`src/sv/ipu_pkg.sv`:
```
package ipu_pkg;

   // Image size registers saturate here.
   localparam logic [12:0] DIM_MAX = 13'd4096;
   // Largest canvas size, in pixels.
   localparam logic [24:0] ADDR_SPACE = 25'h100_0000;
   localparam logic [7:0] ALPHA_OPAQUE = 8'hff;

   // Request kinds, carried on req_tuser.
   localparam logic [1:0] OP_PALETTE = 2'd0;
   localparam logic [1:0] OP_DATA = 2'd1;
   localparam logic [1:0] OP_START = 2'd2;

   // Register indexes on the csr port.
   localparam logic [2:0] CSR_FOUR_BIT_MODE = 3'd0;
   localparam logic [2:0] CSR_IMAGE_WIDTH = 3'd1;
   localparam logic [2:0] CSR_IMAGE_HEIGHT = 3'd2;
   localparam logic [2:0] CSR_CANVAS_PITCH = 3'd3;
   localparam logic [2:0] CSR_DEST_X = 3'd4;
   localparam logic [2:0] CSR_DEST_Y = 3'd5;
   localparam logic [2:0] CSR_FLIP_VERTICAL = 3'd6;
   localparam logic [2:0] CSR_CANVAS_LIMIT = 3'd7;

   typedef struct packed {
      logic        four_bit_mode;
      logic [12:0] image_width;
      logic [12:0] image_height;
      logic [12:0] canvas_pitch;
      logic [11:0] dest_x;
      logic [11:0] dest_y;
      logic        flip_vertical;
      logic [24:0] canvas_limit_pixels;
   } cfg_type;

   typedef struct packed {
      logic [1:0] opcode;
      logic [3:0] palette_slot;
      logic [7:0] red_in;
      logic [7:0] green_in;
      logic [7:0] blue_in;
      logic [7:0] data_byte;
   } req_type;

   // One unit of work for the pixel emitter: a palette write or up to four pixels.
   typedef struct packed {
      logic            is_palette;
      logic [23:0]     base;
      logic [3:0]      mask;
      logic [3:0][3:0] idx;
      logic [3:0]      slot;
      logic [23:0]     rgb;
   } job_type;

   typedef struct packed {
      logic [23:0] write_address;
      logic [7:0]  red_out;
      logic [7:0]  green_out;
      logic [7:0]  blue_out;
      logic        last_of_byte;
   } rsp_type;

endpackage

```
`src/sv/indexed_pixel_unpack_to_rgba.sv`:
```
// Indexed pixel unpacker: 2/4-bit palette PNG scanline bytes in, RGBA canvas
// writes out.
//
// req channel: one request per edge with req_tvalid & req_tready. req_tuser
// is the request kind (palette entry write, scanline byte, start of image).
// rsp channel: one canvas pixel write per beat, rsp_tlast on the last write
// caused by a scanline byte. Bytes with no opaque pixel produce no beat.
// csr port: csr_we writes csr_wdata into register csr_index;
// only write while nothing is in flight.
//
// A byte's first write passes the input register, the emitter's job register
// and the output register on its way to rsp. The block takes one request per
// cycle while the emitter and rsp keep up; a scanline byte holds the pixel
// emitter until it has sent every opaque pixel it produces, up to four in
// 2-bit mode and two in 4-bit mode. rsp carries one pixel write per beat.
//
// Reset clears the palette to black, the row/byte position, the finished
// flag and loads the register defaults. If rsp_tready is low, the output
// register holds its write, the emitter and then the input register fill,
// and req_tready drops; nothing is lost.
module indexed_pixel_unpack_to_rgba #(
   parameter int PALETTE_ENTRIES = 16
) (
   input  logic        clock,
   input  logic        reset,
   // request stream
   input  logic        req_tvalid,
   output logic        req_tready,
   input  logic [39:0] req_tdata,   // palette_slot, red_in, green_in, blue_in, data_byte, pad
   input  logic [1:0]  req_tuser,   // opcode
   // response stream
   output logic        rsp_tvalid,
   input  logic        rsp_tready,
   output logic [55:0] rsp_tdata,   // write_address, red_out, green_out, blue_out, alpha_out
   output logic        rsp_tlast,   // last_of_byte
   // register writes
   input  logic        csr_we,
   input  logic [2:0]  csr_index,
   input  logic [24:0] csr_wdata
);
   import ipu_pkg::*;

   cfg_type cfg_ff;
   req_type in_ff, in_in;
   logic    in_valid_ff;
   logic    take;
   logic    job_valid, job_ready;
   job_type job;
   rsp_type rsp;

   // Configuration registers.
   always_ff @(posedge clock) begin
      if (reset) begin
         cfg_ff.four_bit_mode <= 1'b1;
         cfg_ff.image_width <= 13'd1;
         cfg_ff.image_height <= 13'd1;
         cfg_ff.canvas_pitch <= 13'd1;
         cfg_ff.dest_x <= 12'd0;
         cfg_ff.dest_y <= 12'd0;
         cfg_ff.flip_vertical <= 1'b0;
         cfg_ff.canvas_limit_pixels <= 25'd0;
      end else if (csr_we) begin
         unique case (csr_index)
            CSR_FOUR_BIT_MODE: cfg_ff.four_bit_mode <= csr_wdata[0];
            CSR_IMAGE_WIDTH:   cfg_ff.image_width <= csr_wdata[12:0];
            CSR_IMAGE_HEIGHT:  cfg_ff.image_height <= csr_wdata[12:0];
            CSR_CANVAS_PITCH:  cfg_ff.canvas_pitch <= csr_wdata[12:0];
            CSR_DEST_X:        cfg_ff.dest_x <= csr_wdata[11:0];
            CSR_DEST_Y:        cfg_ff.dest_y <= csr_wdata[11:0];
            CSR_FLIP_VERTICAL: cfg_ff.flip_vertical <= csr_wdata[0];
            CSR_CANVAS_LIMIT:  cfg_ff.canvas_limit_pixels <= csr_wdata;
            default: ;
         endcase
      end
   end

   // Input register: takes a new request when empty or when the held one moves on.
   always_comb begin
      in_in.opcode = req_tuser;
      in_in.palette_slot = req_tdata[3:0];
      in_in.red_in = req_tdata[11:4];
      in_in.green_in = req_tdata[19:12];
      in_in.blue_in = req_tdata[27:20];
      in_in.data_byte = req_tdata[35:28];
      req_tready = !in_valid_ff || take;
   end

   always_ff @(posedge clock) begin
      if (reset) begin
         in_valid_ff <= 1'b0;
      end else if (req_tready) begin
         in_valid_ff <= req_tvalid;
      end
   end

   always_ff @(posedge clock) begin
      if (req_tready && req_tvalid) begin
         in_ff <= in_in;
      end
   end

   // Row tracking, limit check and index split.
   ipu_decode #(
      .PALETTE_ENTRIES(PALETTE_ENTRIES)
   ) u_decode (
      .clock    (clock),
      .reset    (reset),
      .cfg      (cfg_ff),
      .in_valid (in_valid_ff),
      .in_req   (in_ff),
      .take     (take),
      .job_valid(job_valid),
      .job      (job),
      .job_ready(job_ready)
   );

   // Palette and one-pixel-per-cycle output while rsp_tready is high.
   ipu_emit #(
      .PALETTE_ENTRIES(PALETTE_ENTRIES)
   ) u_emit (
      .clock    (clock),
      .reset    (reset),
      .job_valid(job_valid),
      .job      (job),
      .job_ready(job_ready),
      .rsp_valid(rsp_tvalid),
      .rsp      (rsp),
      .rsp_ready(rsp_tready)
   );

   assign rsp_tdata = {ALPHA_OPAQUE, rsp.blue_out, rsp.green_out, rsp.red_out,
                       rsp.write_address};
   assign rsp_tlast = rsp.last_of_byte;

endmodule

```
`src/sv/ipu_decode.sv`:
```
module ipu_decode #(
   parameter int PALETTE_ENTRIES = 16
) (
   input  logic             clock,
   input  logic             reset,
   input  ipu_pkg::cfg_type cfg,
   input  logic             in_valid,
   input  ipu_pkg::req_type in_req,
   output logic             take,
   output logic             job_valid,
   output ipu_pkg::job_type job,
   input  logic             job_ready
);
   import ipu_pkg::*;

   logic [11:0] byte_in_row_ff, byte_in_row_in;
   logic [12:0] row_count_ff, row_count_in;
   logic        image_finished_ff, image_finished_in;
   logic [25:0] row_prod_ff;

   logic [12:0] width_sat, height_sat;
   logic [13:0] stride_wide;
   logic [11:0] stride;
   logic [13:0] y_wide;
   logic [25:0] row_prod_in;
   logic [10:0] b_m1;
   logic [12:0] first_x, remain;
   logic [2:0]  ppb, count;
   logic [26:0] base, last_addr;
   logic [24:0] limit_sat;
   logic        in_pixels, overrun;
   logic [12:0] b_next;
   logic [12:0] row_next;
   logic [3:0][3:0] idx;
   logic [3:0]  mask;
   logic [7:0]  d;

   // Row product is recomputed every cycle from the live row counter. It is
   // registered, so it lags behind a row change, but the byte that follows a row
   // change is always a filter byte, which needs no address.
   always_comb begin
      if (cfg.flip_vertical) begin
         y_wide = 14'(cfg.dest_y) + 14'(height_sat) - 14'd1 - 14'(row_count_ff);
      end else begin
         y_wide = 14'(cfg.dest_y) + 14'(row_count_ff);
      end
      row_prod_in = y_wide[12:0] * cfg.canvas_pitch;
   end

   always_ff @(posedge clock) begin
      row_prod_ff <= row_prod_in;
   end

   always_comb begin
      width_sat = (cfg.image_width > DIM_MAX) ? DIM_MAX : cfg.image_width;
      height_sat = (cfg.image_height > DIM_MAX) ? DIM_MAX : cfg.image_height;
      limit_sat = (cfg.canvas_limit_pixels > ADDR_SPACE) ? ADDR_SPACE
                                                        : cfg.canvas_limit_pixels;
      // stride = 1 + ceil(width * depth / 8)
      if (cfg.four_bit_mode) begin
         stride_wide = 14'd1 + ((14'(width_sat) + 14'd1) >> 1);
         ppb = 3'd2;
      end else begin
         stride_wide = 14'd1 + ((14'(width_sat) + 14'd3) >> 2);
         ppb = 3'd4;
      end
      stride = stride_wide[11:0];

      in_pixels = (byte_in_row_ff != 12'd0) && (byte_in_row_ff < stride);
      b_m1 = 11'(byte_in_row_ff - 12'd1);
      first_x = cfg.four_bit_mode ? {1'b0, b_m1, 1'b0} : {b_m1, 2'b00};
      remain = width_sat - first_x;
      count = (remain < 13'(ppb)) ? remain[2:0] : ppb;

      base = 27'(row_prod_ff) + 27'(cfg.dest_x) + 27'(first_x);
      last_addr = base + 27'(count) - 27'd1;
      overrun = last_addr >= 27'(limit_sat);

      // Split the byte into indices, most significant bits first.
      d = in_req.data_byte;
      if (cfg.four_bit_mode) begin
         idx[0] = d[7:4];
         idx[1] = d[3:0];
         idx[2] = 4'd0;
         idx[3] = 4'd0;
      end else begin
         idx[0] = {2'b00, d[7:6]};
         idx[1] = {2'b00, d[5:4]};
         idx[2] = {2'b00, d[3:2]};
         idx[3] = {2'b00, d[1:0]};
      end
      for (int k = 0; k < 4; k++) begin
         mask[k] = (3'(k) < count) && (idx[k] != 4'd0) &&
                   ({1'b0, idx[k]} < 5'(PALETTE_ENTRIES));
      end

      b_next = 13'(byte_in_row_ff) + 13'd1;
      row_next = row_count_ff + 13'd1;

      byte_in_row_in = byte_in_row_ff;
      row_count_in = row_count_ff;
      image_finished_in = image_finished_ff;

      job_valid = 1'b0;
      job.is_palette = 1'b0;
      job.base = base[23:0];
      job.mask = mask;
      job.idx = idx;
      job.slot = in_req.palette_slot;
      job.rgb = {in_req.red_in, in_req.green_in, in_req.blue_in};

      if (in_valid) begin
         if (in_req.opcode == OP_PALETTE) begin
            job_valid = {1'b0, in_req.palette_slot} < 5'(PALETTE_ENTRIES);
            job.is_palette = 1'b1;
         end else if (in_req.opcode == OP_START) begin
            byte_in_row_in = 12'd0;
            row_count_in = 13'd0;
            image_finished_in = 1'b0;
         end else if (in_req.opcode == OP_DATA && !image_finished_ff) begin
            if (row_count_ff >= height_sat) begin
               image_finished_in = 1'b1;
            end else if (in_pixels && overrun) begin
               image_finished_in = 1'b1;
            end else begin
               job_valid = in_pixels && (mask != 4'd0);
               if (b_next >= 13'(stride)) begin
                  byte_in_row_in = 12'd0;
                  row_count_in = row_next;
                  if (row_next >= height_sat) begin
                     image_finished_in = 1'b1;
                  end
               end else begin
                  byte_in_row_in = b_next[11:0];
               end
            end
         end
      end

      take = in_valid && (!job_valid || job_ready);
   end

   always_ff @(posedge clock) begin
      if (reset) begin
         byte_in_row_ff <= 12'd0;
         row_count_ff <= 13'd0;
         image_finished_ff <= 1'b0;
      end else if (take) begin
         byte_in_row_ff <= byte_in_row_in;
         row_count_ff <= row_count_in;
         image_finished_ff <= image_finished_in;
      end
   end

endmodule

```
`src/sv/ipu_emit.sv`:
```
module ipu_emit #(
   parameter int PALETTE_ENTRIES = 16
) (
   input  logic             clock,
   input  logic             reset,
   input  logic             job_valid,
   input  ipu_pkg::job_type job,
   output logic             job_ready,
   output logic             rsp_valid,
   output ipu_pkg::rsp_type rsp,
   input  logic             rsp_ready
);
   import ipu_pkg::*;

   localparam int IDX_W = (PALETTE_ENTRIES > 1) ? $clog2(PALETTE_ENTRIES) : 1;

   job_type     job_ff;
   logic        job_valid_ff;
   logic [3:0]  mask_ff;
   logic [23:0] palette_ff [PALETTE_ENTRIES];
   logic        rsp_valid_ff;
   rsp_type     rsp_ff, rsp_in;

   logic [1:0]  pick_k;
   logic [3:0]  pick_bits;
   logic [3:0]  mask_left;
   logic [3:0]  idx_sel;
   logic [23:0] rgb_sel;
   logic        out_free, load, last, done;

   always_comb begin
      // Lowest remaining opaque pixel goes next.
      pick_k = 2'd0;
      for (int k = 3; k >= 0; k--) begin
         if (mask_ff[k]) begin
            pick_k = 2'(k);
         end
      end
      pick_bits = mask_ff & ~(mask_ff - 4'd1);
      mask_left = mask_ff & ~pick_bits;
      last = (mask_left == 4'd0);

      idx_sel = job_ff.idx[pick_k];
      rgb_sel = palette_ff[idx_sel[IDX_W-1:0]];

      out_free = !rsp_valid_ff || rsp_ready;
      load = job_valid_ff && !job_ff.is_palette && out_free;
      done = job_valid_ff && (job_ff.is_palette || (load && last));
      job_ready = !job_valid_ff || done;

      rsp_in.write_address = job_ff.base + 24'(pick_k);
      rsp_in.red_out = rgb_sel[23:16];
      rsp_in.green_out = rgb_sel[15:8];
      rsp_in.blue_out = rgb_sel[7:0];
      rsp_in.last_of_byte = last;
   end

   always_ff @(posedge clock) begin
      if (reset) begin
         job_valid_ff <= 1'b0;
         rsp_valid_ff <= 1'b0;
         for (int i = 0; i < PALETTE_ENTRIES; i++) begin
            palette_ff[i] <= 24'd0;
         end
      end else begin
         if (job_valid_ff && job_ff.is_palette) begin
            palette_ff[job_ff.slot[IDX_W-1:0]] <= job_ff.rgb;
         end
         if (job_ready) begin
            job_valid_ff <= job_valid;
         end
         if (load) begin
            rsp_valid_ff <= 1'b1;
         end else if (rsp_ready) begin
            rsp_valid_ff <= 1'b0;
         end
      end
   end

   always_ff @(posedge clock) begin
      if (job_ready) begin
         job_ff <= job;
         mask_ff <= job.mask;
      end else if (load) begin
         mask_ff <= mask_left;
      end
      if (load) begin
         rsp_ff <= rsp_in;
      end
   end

   assign rsp_valid = rsp_valid_ff;
   assign rsp = rsp_ff;

   a_pixel_job_has_work: assert property (@(posedge clock) disable iff (reset)
      job_valid_ff && !job_ff.is_palette |-> mask_ff != 4'd0)
      else $error("pixel job held with no opaque pixel left");

   a_pick_onehot: assert property (@(posedge clock) disable iff (reset)
      mask_ff != 4'd0 |-> $onehot(pick_bits) && pick_bits[pick_k])
      else $error("pixel pick is not a single remaining bit");

   a_load_fills_output: assert property (@(posedge clock) disable iff (reset)
      load |=> rsp_valid_ff)
      else $error("loaded pixel did not reach the output register");

   a_job_stays_until_done: assert property (@(posedge clock) disable iff (reset)
      job_valid_ff && !done |=> job_valid_ff)
      else $error("unfinished job dropped");

endmodule

```
`config.mk`:
```
export PLATFORM = sky130hd
export DESIGN_NAME = indexed_pixel_unpack_to_rgba
export DESIGN_NICKNAME = d
export VERILOG_FILES = /design/src/sv/ipu_pkg.sv /design/src/sv/indexed_pixel_unpack_to_rgba.sv /design/src/sv/ipu_decode.sv /design/src/sv/ipu_emit.sv
export SDC_FILE = /design/constraint.sdc
export NUM_CORES = 2
export LEC_CHECK = 0
export BUFFER_PORTS_ARGS = -buffer_cell sky130_fd_sc_hd__buf_4
export CAP_MARGIN = 5
export CORE_ASPECT_RATIO = 0.9
export CORE_MARGIN = 2
export CORE_UTILIZATION = 35
export CTS_BUF_LIST = sky130_fd_sc_hd__clkbuf_8
export CTS_CLUSTER_DIAMETER = 40
export DETAILED_ROUTE_END_ITERATION = 6
export PLACE_DENSITY_LB_ADDON = 0.3
export REMOVE_ABC_BUFFERS = 1
export SLEW_MARGIN = 25
export SYNTH_ARGS = -nofsm -noshare
export SYNTH_HDL_FRONTEND = slang
export SYNTH_SLANG_ARGS = --single-unit
```
`constraint.sdc`:
```
create_clock -name clock -period 11.48 [get_ports clock]
set_clock_uncertainty 0.05 [all_clocks]
set_input_delay 0.574 -clock clock [delete_from_list [all_inputs] [get_ports clock]]
set_output_delay 0.574 -clock clock [all_outputs]
set_load 0.02 [all_outputs]
```
---- Word-level counts from Yosys, hierarchy flattened ----
Memories as Yosys holds them, arrays and structs flattened. A register that Yosys moved wholly into a read port is not among the register bits.
Cells that the tools add are included.
W data, S select, Z words.
storage, ports and cells
  flip-flop bits (word level) ............. 281
  latch bits .............................. 0
  RAM bits ................................ 384
  ROM bits ................................ 0
  input bits .............................. 75
  output and inout port bits .............. 59
  logic and storage cells ................. 185
  memories ................................ 1
memories
  name               depth  width  rd ports  clocked after memory_dff  wr ports  line            RTL
  u_emit.palette_ff  16     24     1         1                         16        ipu_emit.sv:20  logic [23:0] palette_ff [PALETTE_ENTRIES];
operators by class
  $add $sub $neg .......................... 18
  $mul .................................... 1
  divide/modulo/power cells ............... 0
  order comparisons ....................... 14
  equality and inequality tests ........... 11
  shifts and indexed selects .............. 0
  mux-type cells .......................... 50
  bitwise logic cells ..................... 5
  reduce and logical (&&, ||, !) cells .... 53
operators by type and width
  operator                 number
  $mux W13                 9
  $mux W12                 6
  $reduce_bool A4 Y1       7
  $add A26 B12 Y27         1
  $add A27 B13 Y27         1
  $add A27 B3 Y27          1
  $ge A27 B25 Y1           1
  $sub A27 B1 Y27 const B  1
  $add A12 B13 Y13         2
  $add A13 B1 Y13 const B  2
  $ge A13 B13 Y1           2
  $gt A13 B13 Y1 const B   2
  $mul A13 B13 Y26         1
  $sub A13 B13 Y13         2
  $gt A25 B25 Y1 const B   1
  $mux W25                 1
  $add A1 B12 Y12 const A  2
  $add A24 B2 Y24          1
  $mux W24                 1
  $reduce_or A24 Y1        1
  $mux W1                  21
  $mux W4                  4
  $reduce_and A2 Y1        8
  $logic_and A1 B1 Y1      15
  33 further kinds         59

---- Depth between registers and ports, before layout ----
  depth in word-level cells ............... 20
  mapped depth ............................ 49
  gate-level depth less buffers ........... 47

---- By module ----
A second synthesis with hierarchy kept.
unflattened totals
  cells, all modules ...................... 3,997
  area total of the unflattened synthesis .. 43,222.7 µm²
modules (own cells, without submodules)
  module                        times used  cells an instance  area an instance (µm²)  seq. area each (µm²)
  ipu_emit                      1           1,608              22,505.3                15,234.6
  ipu_decode                    1           2,003              15,681.3                1,041.0
  indexed_pixel_unpack_to_rgba  1           386                5,036.1                 2,962.8

---- Worst setup path before layout ----
Ideal clock, no wire load.
  path type ............................... register -> register
  start ................................... reg cfg_ff[89] (netlist name)
  end ..................................... reg in_ff[0] (netlist name) (enable)
  setup time .............................. 433 ps
  arrival time ............................ 10,753 ps
  required time ........................... 10,997 ps
  setup slack ............................. 244 ps
  cell stages (with the launch flop) ...... 47
  path buffers ............................ 5
  clock period less this slack ............ 11,236 ps
  cell sequence ........................... dfxtp_1 clkbuf_1 clkbuf_1 clkbuf_1 buf_1 clkbuf_1 o21ai_0 ha_1 a21o_1 nand2_1 or3b_2 o211ai_1 maj3_1 o2111ai_1 and4_1 or4b_1 nor3b_1 mux2i_1 [11 not listed] o21ai_0 and2_1 o21ai_0 nand2b_1 a21oi_1 xnor2_1 ha_1 nand4_1 nor3_1 and4_1 a221oi_1 o21ai_0 a31o_2 or3b_2 o21ai_0 or3b_2 a21o_1 and2_1
on the way
  longest elaborated chain between the ends .. 19
  elaborated cells between the ends (all ways) .. 39
  classes of those cells .................. add/sub (4); order compare (7); mux (11); reduce/logical (17)
ends and longest elaborated chain
  item                                                    line                                  RTL
  from (decl)                                             indexed_pixel_unpack_to_rgba.sv:43    cfg_type cfg_ff;
  $mux W13                                                ipu_decode.sv:71                      first_x = cfg.four_bit_mode ? {1'b0, b_m1, 1'b0} : {b_m1, 2'b00};
  $sub A13 B13 Y13                                        ipu_decode.sv:72                      remain = width_sat - first_x;
  $lt A13 B3 Y1                                           ipu_decode.sv:73                      count = (remain < 13'(ppb)) ? remain[2:0] : ppb;
  $mux W3                                                 ipu_decode.sv:73
  $add A27 B3 Y27, or another cell as far along           ipu_decode.sv:76                      last_addr = base + 27'(count) - 27'd1;
  $sub A27 B1 Y27 or $logic_and A1 B1 Y1 (tied branches)  ipu_decode.sv:76, ipu_decode.sv:93
  $ge A27 B25 Y1 or $reduce_bool A4 Y1 (tied branches)    ipu_decode.sv:77, ipu_decode.sv:126
  $logic_and A1 B1 Y1, on equally long branches           ipu_decode.sv:123, ipu_decode.sv:126
  [4 not listed]                                          n/a
  $mux W1 (*)                                             ipu_decode.sv:113                     if (in_req.opcode == OP_PALETTE) begin
  $mux W1 (*)                                             ipu_decode.sv:112                     if (in_valid) begin
  $logic_not A1 Y1 (*)                                    ipu_decode.sv:140                     take = in_valid && (!job_valid || job_ready);
  $logic_or A1 B1 Y1 (*)                                  ipu_decode.sv:140
  $logic_and A1 B1 Y1 (*)                                 ipu_decode.sv:140
  $logic_or A1 B1 Y1 (*)                                  indexed_pixel_unpack_to_rgba.sv:85    req_tready = !in_valid_ff || take;
  named net req_tready                                    indexed_pixel_unpack_to_rgba.sv:28    output logic req_tready,
  $logic_and A1 B1 Y1 (*)                                 indexed_pixel_unpack_to_rgba.sv:97    if (req_tready && req_tvalid) begin
  to (signal assigned)                                    indexed_pixel_unpack_to_rgba.sv:98    in_ff <= in_in;
  to (decl)                                               indexed_pixel_unpack_to_rgba.sv:44    req_type in_ff, in_in;
Mark *: on every way through the listed nets, which the timed path passes. The rest lies on a longest branch.
A chain may end at the register's enable or synchronous reset.

---- Worst setup path in the final report ----
  start ................................... reg u_decode.byte_in_row_ff[0]
  end ..................................... out req_tready
on the way
  longest elaborated chain between the ends .. 19
  elaborated cells between the ends (all ways) .. 33
  classes of those cells .................. add/sub (5); order compare (7); mux (8); reduce/logical (13)
ends and longest elaborated chain
  item                                                    line                                 RTL
  from (decl)                                             ipu_decode.sv:16                     logic [11:0] byte_in_row_ff, byte_in_row_in;
  from (signal assigned)                                  ipu_decode.sv:149                    byte_in_row_ff <= byte_in_row_in;
  $sub A11 B1 Y11                                         ipu_decode.sv:70                     b_m1 = 11'(byte_in_row_ff - 12'd1);
  $mux W13                                                ipu_decode.sv:71
  $sub A13 B13 Y13                                        ipu_decode.sv:72
  $lt A13 B3 Y1                                           ipu_decode.sv:73
  $mux W3                                                 ipu_decode.sv:73
  $add A27 B3 Y27, or another cell as far along           ipu_decode.sv:76
  $sub A27 B1 Y27 or $logic_and A1 B1 Y1 (tied branches)  ipu_decode.sv:76, ipu_decode.sv:93
  $ge A27 B25 Y1 or $reduce_bool A4 Y1 (tied branches)    ipu_decode.sv:77, ipu_decode.sv:126
  [3 not listed]                                          n/a
  $mux W1 (*)                                             ipu_decode.sv:120                    end else if (in_req.opcode == OP_DATA && !image_finished_ff) begin
  $mux W1 (*)                                             ipu_decode.sv:116                    end else if (in_req.opcode == OP_START) begin
  $mux W1 (*)                                             ipu_decode.sv:113
  $mux W1 (*)                                             ipu_decode.sv:112
  $logic_not A1 Y1 (*)                                    ipu_decode.sv:140
  $logic_or A1 B1 Y1 (*)                                  ipu_decode.sv:140
  $logic_and A1 B1 Y1 (*)                                 ipu_decode.sv:140
  $logic_or A1 B1 Y1 (*)                                  indexed_pixel_unpack_to_rgba.sv:85
  to (decl)                                               indexed_pixel_unpack_to_rgba.sv:28
Every way passes the cells marked *; elsewhere a longest branch is shown, timed or not.

==> out/metrics.yaml <==
run_status: "completed"
grt_max_degree: 82
path_class: "reg2out"
finalCritPeriodShare_pct: 95.4
yosysWarnings: 0
grt.busiest_layer: "met2"
ys_async_sr_fraction_pct: 0
hold_viol_final: 0
total_power_mw: 6.69
numPortBuffers: 121
yosys_most_used_dff: "edfxtp_1"
initial_core_util_pct: 35.2
htreeDepth: 3
drt_iter0_drc: 2367
hpwl_um: 78000
holdPathStages: 3
r2r_cells: 45
wl_per_cell_um: 20.1
min_from: "rsp_tready"
cts_buffer_depth: 3
clk_latency_ns: 0.81
ys_seq_area_share_pct: 45.6
grt_use_met1_pct: 24.9
syn_to_final_growth_pct: 13.9
route.detailed.drc: 0
die_y_um: 332
crit_family: "simple AND/OR/NAND/NOR gates"
cts_made_buffers: 115
grtUsageMet2_pct: 31.0
cpMostUsedCell: "ha_1"
gr-total-overflow: 0
cp_slowest_cell: "or4b_4"
ant_nets: 0
maxSlewViolCount: 0
p_per_area_nw_per_um2: 140
vias: 29286
worstReg2RegStart: "u_decode.byte_in_row_ff[0]"
crit_fanout: 8
hold_class: "in2reg"
min_to: "u_emit.rsp_valid"
die_w_um: 369
worst-slew-pin-transition_ns: 1.08
reg2reg_to: "u_decode.row_count_ff[7]"
cts_tree: "done"
grt_use_total_pct: 18.6
rows: 120
synthCells: 3868
required_ns: 10.86
fmax_mhz: 91.3
place_congestion: 0.857
dieArea_um2: 123000
slowest_delay_ns: 0.54
nets: 4479
synth_area_per_cell_um2: 10.8
cts-root-buf: "clkbuf_8"
cts_sinks: 685
gr-usage-met3_pct: 3.23
drive_above_1_share_pct: 13.3
end_kind: "output pin"
setup_viol: 0
yosysUniqueCellTypes: 88
antenna_found_initial: 4
vdd_drop_max_v: 0.0000946
grt_pass1_vias: 29422
coreArea_um2: 119000
arrival_ns: 10.33
setup_tns_ns: 0
grt_pass1_wl_um: 176000
maxSlewHeadroom_pct: 28.1
cp-start-kind: "flip-flop"
netlist_area_um2: 41900
io_pins: 134
synth-edff-count: 540
rrSetupSlack_ns: 1.30
period_needed_ns: 10.95
via_per_inst: 5.14
p_leak_nw: 19.0
cts.clk_slew.worst_paths_ns: 0.06
dr.pass1.iters: 6
cap_violations: 0
place_area_um2: 44500
drt_wl_total_um: 115000
design_area_um2: 47700
ys_ff_latch: 685
crit_buf_inv: 4
==> flip-flops by register name, indices dropped and copies added (netlist names) <==
signal / flops
cfg_ff: 90
in_ff: 38
in_valid_ff: 1
u_decode.byte_in_row_ff: 12
u_decode.image_finished_ff: 1
u_decode.row_count_ff: 13
u_decode.row_prod_ff: 26
u_emit.job_ff: 65
u_emit.job_valid_ff: 1
u_emit.mask_ff: 4
u_emit.palette_ff: 384
u_emit.rsp: 49
u_emit.rsp_valid: 1
==> layer usage <==
layer  up-vias  wire length (um)
met1     14567             50600
met3       166              6670
met5         -                 0
li1      13789                 -
met2       764             54600
met4         0              2730
==> power by group <==
part | internal, mW | switching, mW
clock network | 1.21 | 1.07
registers | 2.79 | 0.0799
logic | 0.654 | 0.887
==> repair_timing <==
| item | 4_1_cts | 5_1_grt |
|---|---|---|
| hold buffers | 61 | 0 |
| endpoints found under the setup margin | 2 | 4 |
| buffers inserted | 0 | 1 |
| gates cloned | 0 | 0 |
| resized for setup | 17 | 31 |
| hold endpoints to repair | 79 | 0 |
| pin swaps | 0 | 6 |
==> final cells by class <==
class / instances / area (um2)
clock buffers: 124 / 1710
multi-input cells: 2674 / 21100
inverters: 288 / 1080
repair buffers: 252 / 2060
fillers: 11544 / 71200
well taps: 1586 / 1980
flip-flops and latches: 685 / 19100
clock inverters: 85 / 667
diodes: 2 / 5.00
==> metrics by stage <==
stage / hold WS, ns / worst slack (ns) / util, % / std cells
after floorplan: 0.350 / 0.205 / - / 3647
after global placement: 0.352 / 0.179 / 37.5 / 5423
after detailed placement: 0.355 / 0.0617 / 37.5 / 5423
after CTS: 0.0483 / 0.0130 / 40.0 / 5693
after global routing: 0.0931 / -0.0145 / 40.1 / 5696
final: 0.124 / 0.528 / 40.1 / 5696
==> layout by cell type (no fill, tap or decap), types with 20 or more instances in the layout <==
cell type / netlist / layout
dlygate4sd3_1: 0 / 61
ha_1: 243 / 241
o31ai_1: 24 / 24
nor2_1: 139 / 136
o21a_1: 24 / 24
a211oi_1: 35 / 34
buf_4: 10 / 189
dfxtp_1: 145 / 141
clkinv_1: 2 / 29
and2_1: 473 / 471
nand4_1: 29 / 29
nor3_1: 33 / 28
nand3_1: 83 / 83
and3_1: 27 / 27
o21ai_0: 97 / 78
edfxtp_1: 540 / 540
nor2b_1: 41 / 39
a21oi_1: 184 / 182
o21bai_1: 24 / 23
clkbuf_8: 0 / 124
inv_1: 286 / 302
xor2_1: 53 / 53
a31oi_1: 39 / 37
fa_1: 145 / 145
a21o_1: 31 / 31
mux4_2: 98 / 96
nand2b_1: 20 / 20
nand2_1: 490 / 488
xnor2_1: 113 / 113
==> worst max path at each step <==
stage | startpoint | endpoint | slack [ns] | cells past startpoint
floorplan | cfg_ff[89] | in_ff[0] | 0.21 | 43
global placement | u_decode.byte_in_row_ff[1] | req_tready | 0.18 | 46
detailed placement | u_decode.byte_in_row_ff[1] | u_decode.row_count_ff[4] | 0.06 | 47
CTS | u_decode.byte_in_row_ff[1] | req_tready | 0.01 | 40
global route | u_decode.byte_in_row_ff[2] | req_tready | -0.01 | 40
finish | u_decode.byte_in_row_ff[0] | req_tready | 0.53 | 43
==> worst register-to-register path: cells and delay by family (launching register included) <==
kind / cells / cell delay (ns)
multiplexers: 2 / 0.60
adder cells (fa/ha/maj): 5 / 1.09
XOR/XNOR: 1 / 0.14
AND/OR/NAND/NOR: 17 / 3.80
flip-flops: 1 / 0.31
buffers and inverters: 4 / 0.45
AO/OA/AOI/OAI: 16 / 3.66
==> Yosys cell counts (7+ instances only) <==
cell      count  area [um2]
nand2_1     490        1840
clkbuf_1    192         721
and3_1       27         169
a32o_1       10         100
mux2i_1      11         110
dfxtp_1     145        2900
a21o_1       31         233
or3_1        12        75.1
buf_1        19        71.3
nand3_1      83         415
or2_2        11        68.8
xnor2_1     113         990
nor3b_1       7        52.6
nor4_1       19         119
a311o_1      10         100
a211oi_1     35         263
ha_1        243        3040
nand2b_1     20         125
nor2b_1      41         257
and2_1      473        2960
fa_1        145        2900
edfxtp_1    540       16200
mux2_2        8        90.1
a31oi_1      39         244
a21oi_1     184         921
nor3_1       33         165
o211ai_1     12        90.1
o21bai_1     24         180
o31ai_1      24         180
nor2_1      139         522
buf_4        10        75.1
nand4_1      29         181
mux4_2       98        2210
xor2_1       53         464
inv_1       286        1070
a211o_1      12         105
o21a_1       24         180
o21ai_0      97         485
nor4b_1       9        78.8
==> kinds of logic (layout without fill, tap and decap cells) <==
group,after synthesis,count (layout),synth area share [%]
AO/OA/AOI/OAI,566,566,8.69
XOR/XNOR,166,166,3.47
adder cells (fa/ha/maj),392,392,14.3
buffers and inverters,516,749,4.76
flip-flops,685,685,45.6
multiplexers,117,117,5.74
other,1,10,0.00895
AND/OR/NAND/NOR,1425,1425,17.4
(Power assumes the default switching activity.)
